[config.mk]
export PLATFORM = sky130hd
export DESIGN_NAME = lzsd_ctrl
export DESIGN_NICKNAME = d
export VERILOG_FILES = /design/src/design/lzsd_pkg.sv /design/src/design/lzsd_ctrl.sv
export SDC_FILE = /design/constraint.sdc
export NUM_CORES = 1
export LEC_CHECK = 0
export BUFFER_PORTS_ARGS = -buffer_cell sky130_fd_sc_hd__buf_2
export CORE_AREA = 4 4 41 43
export DETAILED_ROUTE_END_ITERATION = 7
export DIE_AREA = 0 0 45 47
export GPL_ROUTABILITY_DRIVEN = 0
export PLACE_DENSITY = 0.39
export RECOVER_POWER = 100
export SLEW_MARGIN = 20
export SYNTH_ARGS = -nofsm -noshare
export SYNTH_HDL_FRONTEND = slang
export SYNTH_SLANG_ARGS = --single-unit
[constraint.sdc]
create_clock -name clk -period 3.5 [get_ports clk]
set_clock_uncertainty 0.05 [all_clocks]
set_input_delay 0.175 -clock clk [delete_from_list [all_inputs] [get_ports clk]]
set_output_delay 0.175 -clock clk [all_outputs]
set_load 0.02 [all_outputs]
[src/design/lzsd_pkg.sv]
// shared types and constants for the lzss stream decompressor
package lzsd_pkg;

	// window geometry and stream start values
	localparam int unsigned WIN_AW      = 12;
	localparam logic [WIN_AW-1:0] WIN_START = 12'hFEE;
	localparam logic [7:0]  WIN_FILL    = 8'h20;
	localparam logic [4:0]  LEN_BIAS    = 5'd3;
	localparam logic [3:0]  CTL_USED_FULL = 4'd8;

	// controller states
	typedef enum logic [2:0] {
		ST_IDLE,
		ST_REF_RD,
		ST_COPY,
		ST_LIT,
		ST_TRUNC
	} state_t;

	// datapath operations
	typedef enum logic [2:0] {
		OP_NONE,
		OP_TAKE,
		OP_RD_FIRST,
		OP_EMIT_LIT,
		OP_EMIT_REF,
		OP_EMIT_TRUNC
	} op_t;

	// class of the incoming compressed byte
	typedef enum logic [2:0] {
		KIND_IGNORE,
		KIND_FLAG,
		KIND_LIT,
		KIND_LOW,
		KIND_REF
	} kind_t;

	// controller to datapath
	typedef struct packed {
		op_t op;
	} cmd_t;

	// datapath to controller
	typedef struct packed {
		kind_t kind;
		logic  slot_free;
		logic  ref_last;
	} stat_t;

endpackage

[src/design/lzsd_ctrl.sv]
// controller state machine for the lzss stream decompressor
module lzsd_ctrl
	import lzsd_pkg::*;
(
	input  logic  clk,
	input  logic  arst_n,
	input  logic  s_tvalid,
	input  logic  s_tlast,
	output logic  s_tready,
	input  stat_t stat,
	output cmd_t  cmd
);

	state_t state_q, state_d;

	// state register
	always_ff @(posedge clk or negedge arst_n) begin
		if (!arst_n) begin
			state_q <= ST_IDLE;
		end else begin
			state_q <= state_d;
		end
	end

	// next state
	always_comb begin
		state_d = state_q;
		case (state_q)
			ST_IDLE: begin
				if (s_tvalid) begin
					case (stat.kind)
						KIND_REF:  state_d = ST_REF_RD;
						KIND_LIT:  state_d = ST_LIT;
						KIND_FLAG,
						KIND_LOW:  state_d = s_tlast ? ST_TRUNC : ST_IDLE;
						default:   state_d = ST_IDLE;
					endcase
				end
			end
			ST_REF_RD: state_d = ST_COPY;
			ST_COPY: begin
				if (stat.slot_free && stat.ref_last) begin
					state_d = ST_IDLE;
				end
			end
			ST_LIT,
			ST_TRUNC: begin
				if (stat.slot_free) begin
					state_d = ST_IDLE;
				end
			end
			default: state_d = ST_IDLE;
		endcase
	end

	// outputs
	always_comb begin
		s_tready = 1'b0;
		cmd.op   = OP_NONE;
		case (state_q)
			ST_IDLE: begin
				s_tready = 1'b1;
				if (s_tvalid) begin
					cmd.op = OP_TAKE;
				end
			end
			ST_REF_RD: cmd.op = OP_RD_FIRST;
			ST_COPY: begin
				if (stat.slot_free) begin
					cmd.op = OP_EMIT_REF;
				end
			end
			ST_LIT: begin
				if (stat.slot_free) begin
					cmd.op = OP_EMIT_LIT;
				end
			end
			ST_TRUNC: begin
				if (stat.slot_free) begin
					cmd.op = OP_EMIT_TRUNC;
				end
			end
			default: cmd.op = OP_NONE;
		endcase
	end

endmodule

=== Word level (Yosys, flattened, before mapping) ===
Cells that the tools add are included.

* Reductions and logical operators: 5
* Equal/unequal tests: 11
* Muxes and demuxes: 12

{| class="wikitable"
|+ Operators with widths
! kind !! count
|-
| $mux W3 || 6
|-
| $pmux W3 S5 || 1
|-
| $eq A3 B2 Y1 const B || 4
|-
| $pmux W3 S4 || 1
|-
| $pmux W3 S3 || 1
|-
| $eq A3 B1 Y1 const B || 2
|-
| $eq A3 B3 Y1 const B || 2
|-
| $ne A2 B2 Y1 const B || 3
|-
| $reduce_or A2 Y1 || 2
|-
| $logic_not A3 Y1 || 1
|-
| $reduce_and A3 Y1 || 1
|-
| $mux W1 || 2
|-
| $mux W2 || 1
|-
| $logic_and A1 B1 Y1 || 1
|}

* Word-level logic and storage cells: 29
* Flip-flop bits (word level): 3
* Output and inout port bits: 4

=== Longest topological paths before layout ===
* Depth in word-level cells: 5
* Gate-level depth with buffers: 5
* Mapped depth without buffers: 4

=== Worst setup path after synthesis ===
Ideal clock, no wire load.

* Kind: reg2reg
* Start: register state_q[2]
* End: register state_q[0]
* Setup time: 66 ps
* Stages on the path, launching flop included: 5
* Arrival: 1433 ps
* Slack: 1951 ps
* Cells stage by stage: dfrtp_1 -> buf_6 -> nor3_1 -> nor3b_1 -> mux2_1

* Longest elaborated chain between the ends: 4
* Elaborated cells between the ends (all ways): 11
* Classes of those cells: eq/ne (7); mux (1); reduce/logical (3)

{| class="wikitable"
|+ RTL lines
! item !! RTL line !! source
|-
| start: declaration || lzsd_ctrl.sv:14 || <nowiki>state_t state_q, state_d;</nowiki>
|-
| start signal: assignment || lzsd_ctrl.sv:21 || <nowiki>state_q <= state_d;</nowiki>
|-
| $eq A3 B2 Y1 or $eq A3 B3 Y1 (tied branches) || lzsd_ctrl.sv:28 || <nowiki>case (state_q)</nowiki>
|-
| $reduce_or A2 Y1 || lzsd_ctrl.sv:28 ||
|-
| $ne A2 B2 Y1 (no line) || -- ||
|-
| $reduce_and A3 Y1 (no line) || -- ||
|}

Several ways; a longest one is shown, not always the timed one.
A chain may end at the register's enable or synchronous reset.

==> impl_metrics.py <==
metrics = {
    "run_status": {
        "status": "finished, final reports clean",
    },
    "cts": {
        "clock_path_buffers": 2,
        "cts_tree": "yes",
        "clk_pin_slew_ns": 0.04,
        "root_buffer": "clkbuf_4",
        "cts-resized-gates": 0,
        "clock_sinks": 3,
        "numCtsBuffers": 3,
        "clkLatencyLatePin_ns": 0.23,
        "cts_setup_buffers": 0,
        "htreeDepth": 1,
    },
    "die": {
        "die_width_um": 45,
        "start_util_pct": 19.33,
        "row_count": 13,
        "die_area_um2": 2115,
        "die_h_um": 47,
        "ios": 13,
        "coreArea_um2": 1301,
    },
    "synthesis": {
        "synth_compound_area_share_pct": 16.42,
        "syn_area_per_cell_um2": 8.982,
        "yosys_warnings": 0,
        "synth.distinct_cells": 17,
        "synth-main-ff-cell": "dfrtp_1",
        "synthCells": 28,
        "synthAdderAreaFrac_pct": 0,
        "syn_nets": 37,
        "yosysSeqAreaShare_pct": 29.85,
        "async_flop_share_pct": 100.0,
        "synth-simple-area-share_pct": 37.81,
        "synth_area_leaders": "dfrtp_1 30%, nor3b_1 9.0%, xnor2_1 7.0%",
        "yosysTopAreaCellShare_pct": 29.85,
        "netlist_area_um2": 251.5,
        "synth_top_family_by_area": "simple AND/OR/NAND/NOR gates",
        "synth_edf_count": 0,
        "synth_xor_xnor_area_share_pct": 6.965,
        "ys_seq_elements": 3,
        "yosys.area.top_type": "dfrtp_1",
        "synth_mux_area_share_pct": 4.478,
    },
    "final_layout": {
        "seq_area_um2": 75.07,
        "multi_input_area_um2": 152.6,
        "finalNetCount": 54,
        "final_cell_mix": "7 x buf_2, 6 x clkbuf_1",
        "fillers": 158,
        "fin_util_pct": 25.87,
        "largest_reg_flops": 3,
        "final_common_cell": "buf_2",
        "layout-drive-gt1-share_pct": 25.00,
        "top_regs": "state_q: 3 flops",
        "syn_to_final_growth_pct": 33.83,
        "antenna_cells": 0,
        "top_register": "state_q",
    },
    "route": {
        "detail_route.wl_per_cell_um": 10.44,
        "post-route-drc-count": 0,
        "drtAntennaViolNets": 0,
        "dr.pass1.iters": 2,
        "drtIter0Drc": 2,
        "viasPerCell": 4.458,
        "routed_wl_um": 616,
        "vias": 263,
    },
    "hold_path": {
        "min_path_type": "input pin to flop",
    },
    "sta": {
        "fmax_ghz": 0.6122,
        "tightest_slew_ns": 0.3254,
        "setup_viol": 0,
        "min_period_ns": 1.633,
        "finalSetupTns_ns": 0,
        "fin_crit_sh_pct": 46.67,
        "drv_slew": 0,
        "rsz0062_at_grt": "no",
        "finalHoldViolCount": 0,
        "relSlewSlack_pct": 78.02,
    },
    "pwr": {
        "p_leak_nw": 0.1405,
        "ir_worst_vdd_uv": 218.9,
        "p_per_area_nw_per_um2": 794.1,
    },
    "global_route": {
        "antenna_found_initial": 0,
        "grt_pass1_wl_um": 979,
        "track_usage_pct": 6.492,
        "grt_max_degree": 10,
        "grt_overflow_total": 0,
        "grt_pass1_vias": 236,
    },
    "worst_setup_path": {
        "critPathSlowestCell": "dfrtp_1",
        "cp-start-kind": "flop",
        "critPathKind": "flop to primary output",
        "cp_cell_sequence": "nor2_1 -> a21oi_1 -> o21ai_0 -> clkbuf_1",
        "crit_family": "flip-flops",
        "crit_buf_inv": 1,
        "path_max_fanout": 7,
        "max_stage_delay_ns": 0.44,
        "arrival_ns": 1.41,
        "critPathCaptureType": "primary output",
        "worstPathRequired_ns": 3.27,
    },
    "place": {
        "dp_hpwl_um": 499.3,
        "port_buffers": 12,
    },
    "run": {
        "maxCapViolations": 0,
    },
}
[area by class of cell]
class,instances,area share [%]
flip-flops and latches,3,22.30
repair buffers,13,18.96
well taps,15,5.576
clock buffers,4,7.807
multi-input cells,24,45.35
[logic make-up after synthesis]
| family | Yosys count |
|---|---|
| muxes | 1 |
| DFF | 3 |
| and+or+nand+nor | 15 |
| AOI/OAI and AO/OA | 6 |
| buffers and inverters | 1 |
| xor gates and xnor gates | 2 |
[synth_stat cells (2+ instances only)]
library cell	instances
a21oi_1	2
dfrtp_1	3
nand3b_1	2
nor2_1	3
nor3b_1	3
o21ai_0	3
xnor2_1	2
[worst min-delay path, delay by kind of cell]
family | cells | cell delay [ns]
and+or+nand+nor | 1 | 0.07
buffers and inverters | 1 | 0.10
AOI/OAI and AO/OA | 1 | 0.07
[per-layer routing]
layer / GRT usage [%] / vias to the layer above / routed length, um
met5: 0 / - / 0
met4: 1.754 / 0 / 0
met3: 4.981 / 0 / 74
met2: 9.322 / 10 / 270
met1: 7.551 / 118 / 271
li1: - / 135 / -
[per-stage QoR]
step | worst slack, ns | std cells | cell area, um2 | hold slack [ns] | total power, mW
after floorplan | 1.951 | 28 | 251.5 | -0.1706 | 0.1824
after global placement | 2.070 | 54 | 319.1 | -0.08044 | 0.2223
after detailed placement | 2.039 | 54 | 319.1 | -0.07717 | 0.2267
after CTS | 1.909 | 59 | 355.3 | 0.1869 | 0.2901
after global routing | 1.731 | 59 | 336.6 | 0.1770 | 0.2947
final | 1.867 | 59 | 336.6 | 0.1876 | 0.2673
[power by group]
| part | internal [mW] | switching, mW | leakage (nW) | total (mW) |
|---|---|---|---|---|
| Clock | 0.0426 | 0.0162 | 0.0150 | 0.0588 |
| Combinational | 0.0516 | 0.0840 | 0.0855 | 0.136 |
| Sequential | 0.0477 | 0.0252 | 0.0399 | 0.0729 |
[what timing repair did]
action                                  in CTS  in global routing
endpoints found under the setup margin       0                  0
hold buffers                                 1                  0
endpoints found under the hold margin        3                  0
[worst paths after layout]
path	start	to	slack, ns	depth (start not counted)
setup / recovery	state_q[1]$_DFFE_PN0P_	cmd[0]	1.87	4
hold / removal	s_tlast	state_q[2]$_DFFE_PN0P_	0.19	3
setup reg to reg	state_q[1]$_DFFE_PN0P_	state_q[0]$_DFFE_PN0P_	2.04	4
hold reg to reg	state_q[1]$_DFFE_PN0P_	state_q[1]$_DFFE_PN0P_	0.57	1
max in group asynchronous	arst_n	state_q[1]$_DFFE_PN0P_	3.02	2
min in group asynchronous	arst_n	state_q[0]$_DFFE_PN0P_	0.23	2
No activity file was read; power rests on OpenSTA's default activity.
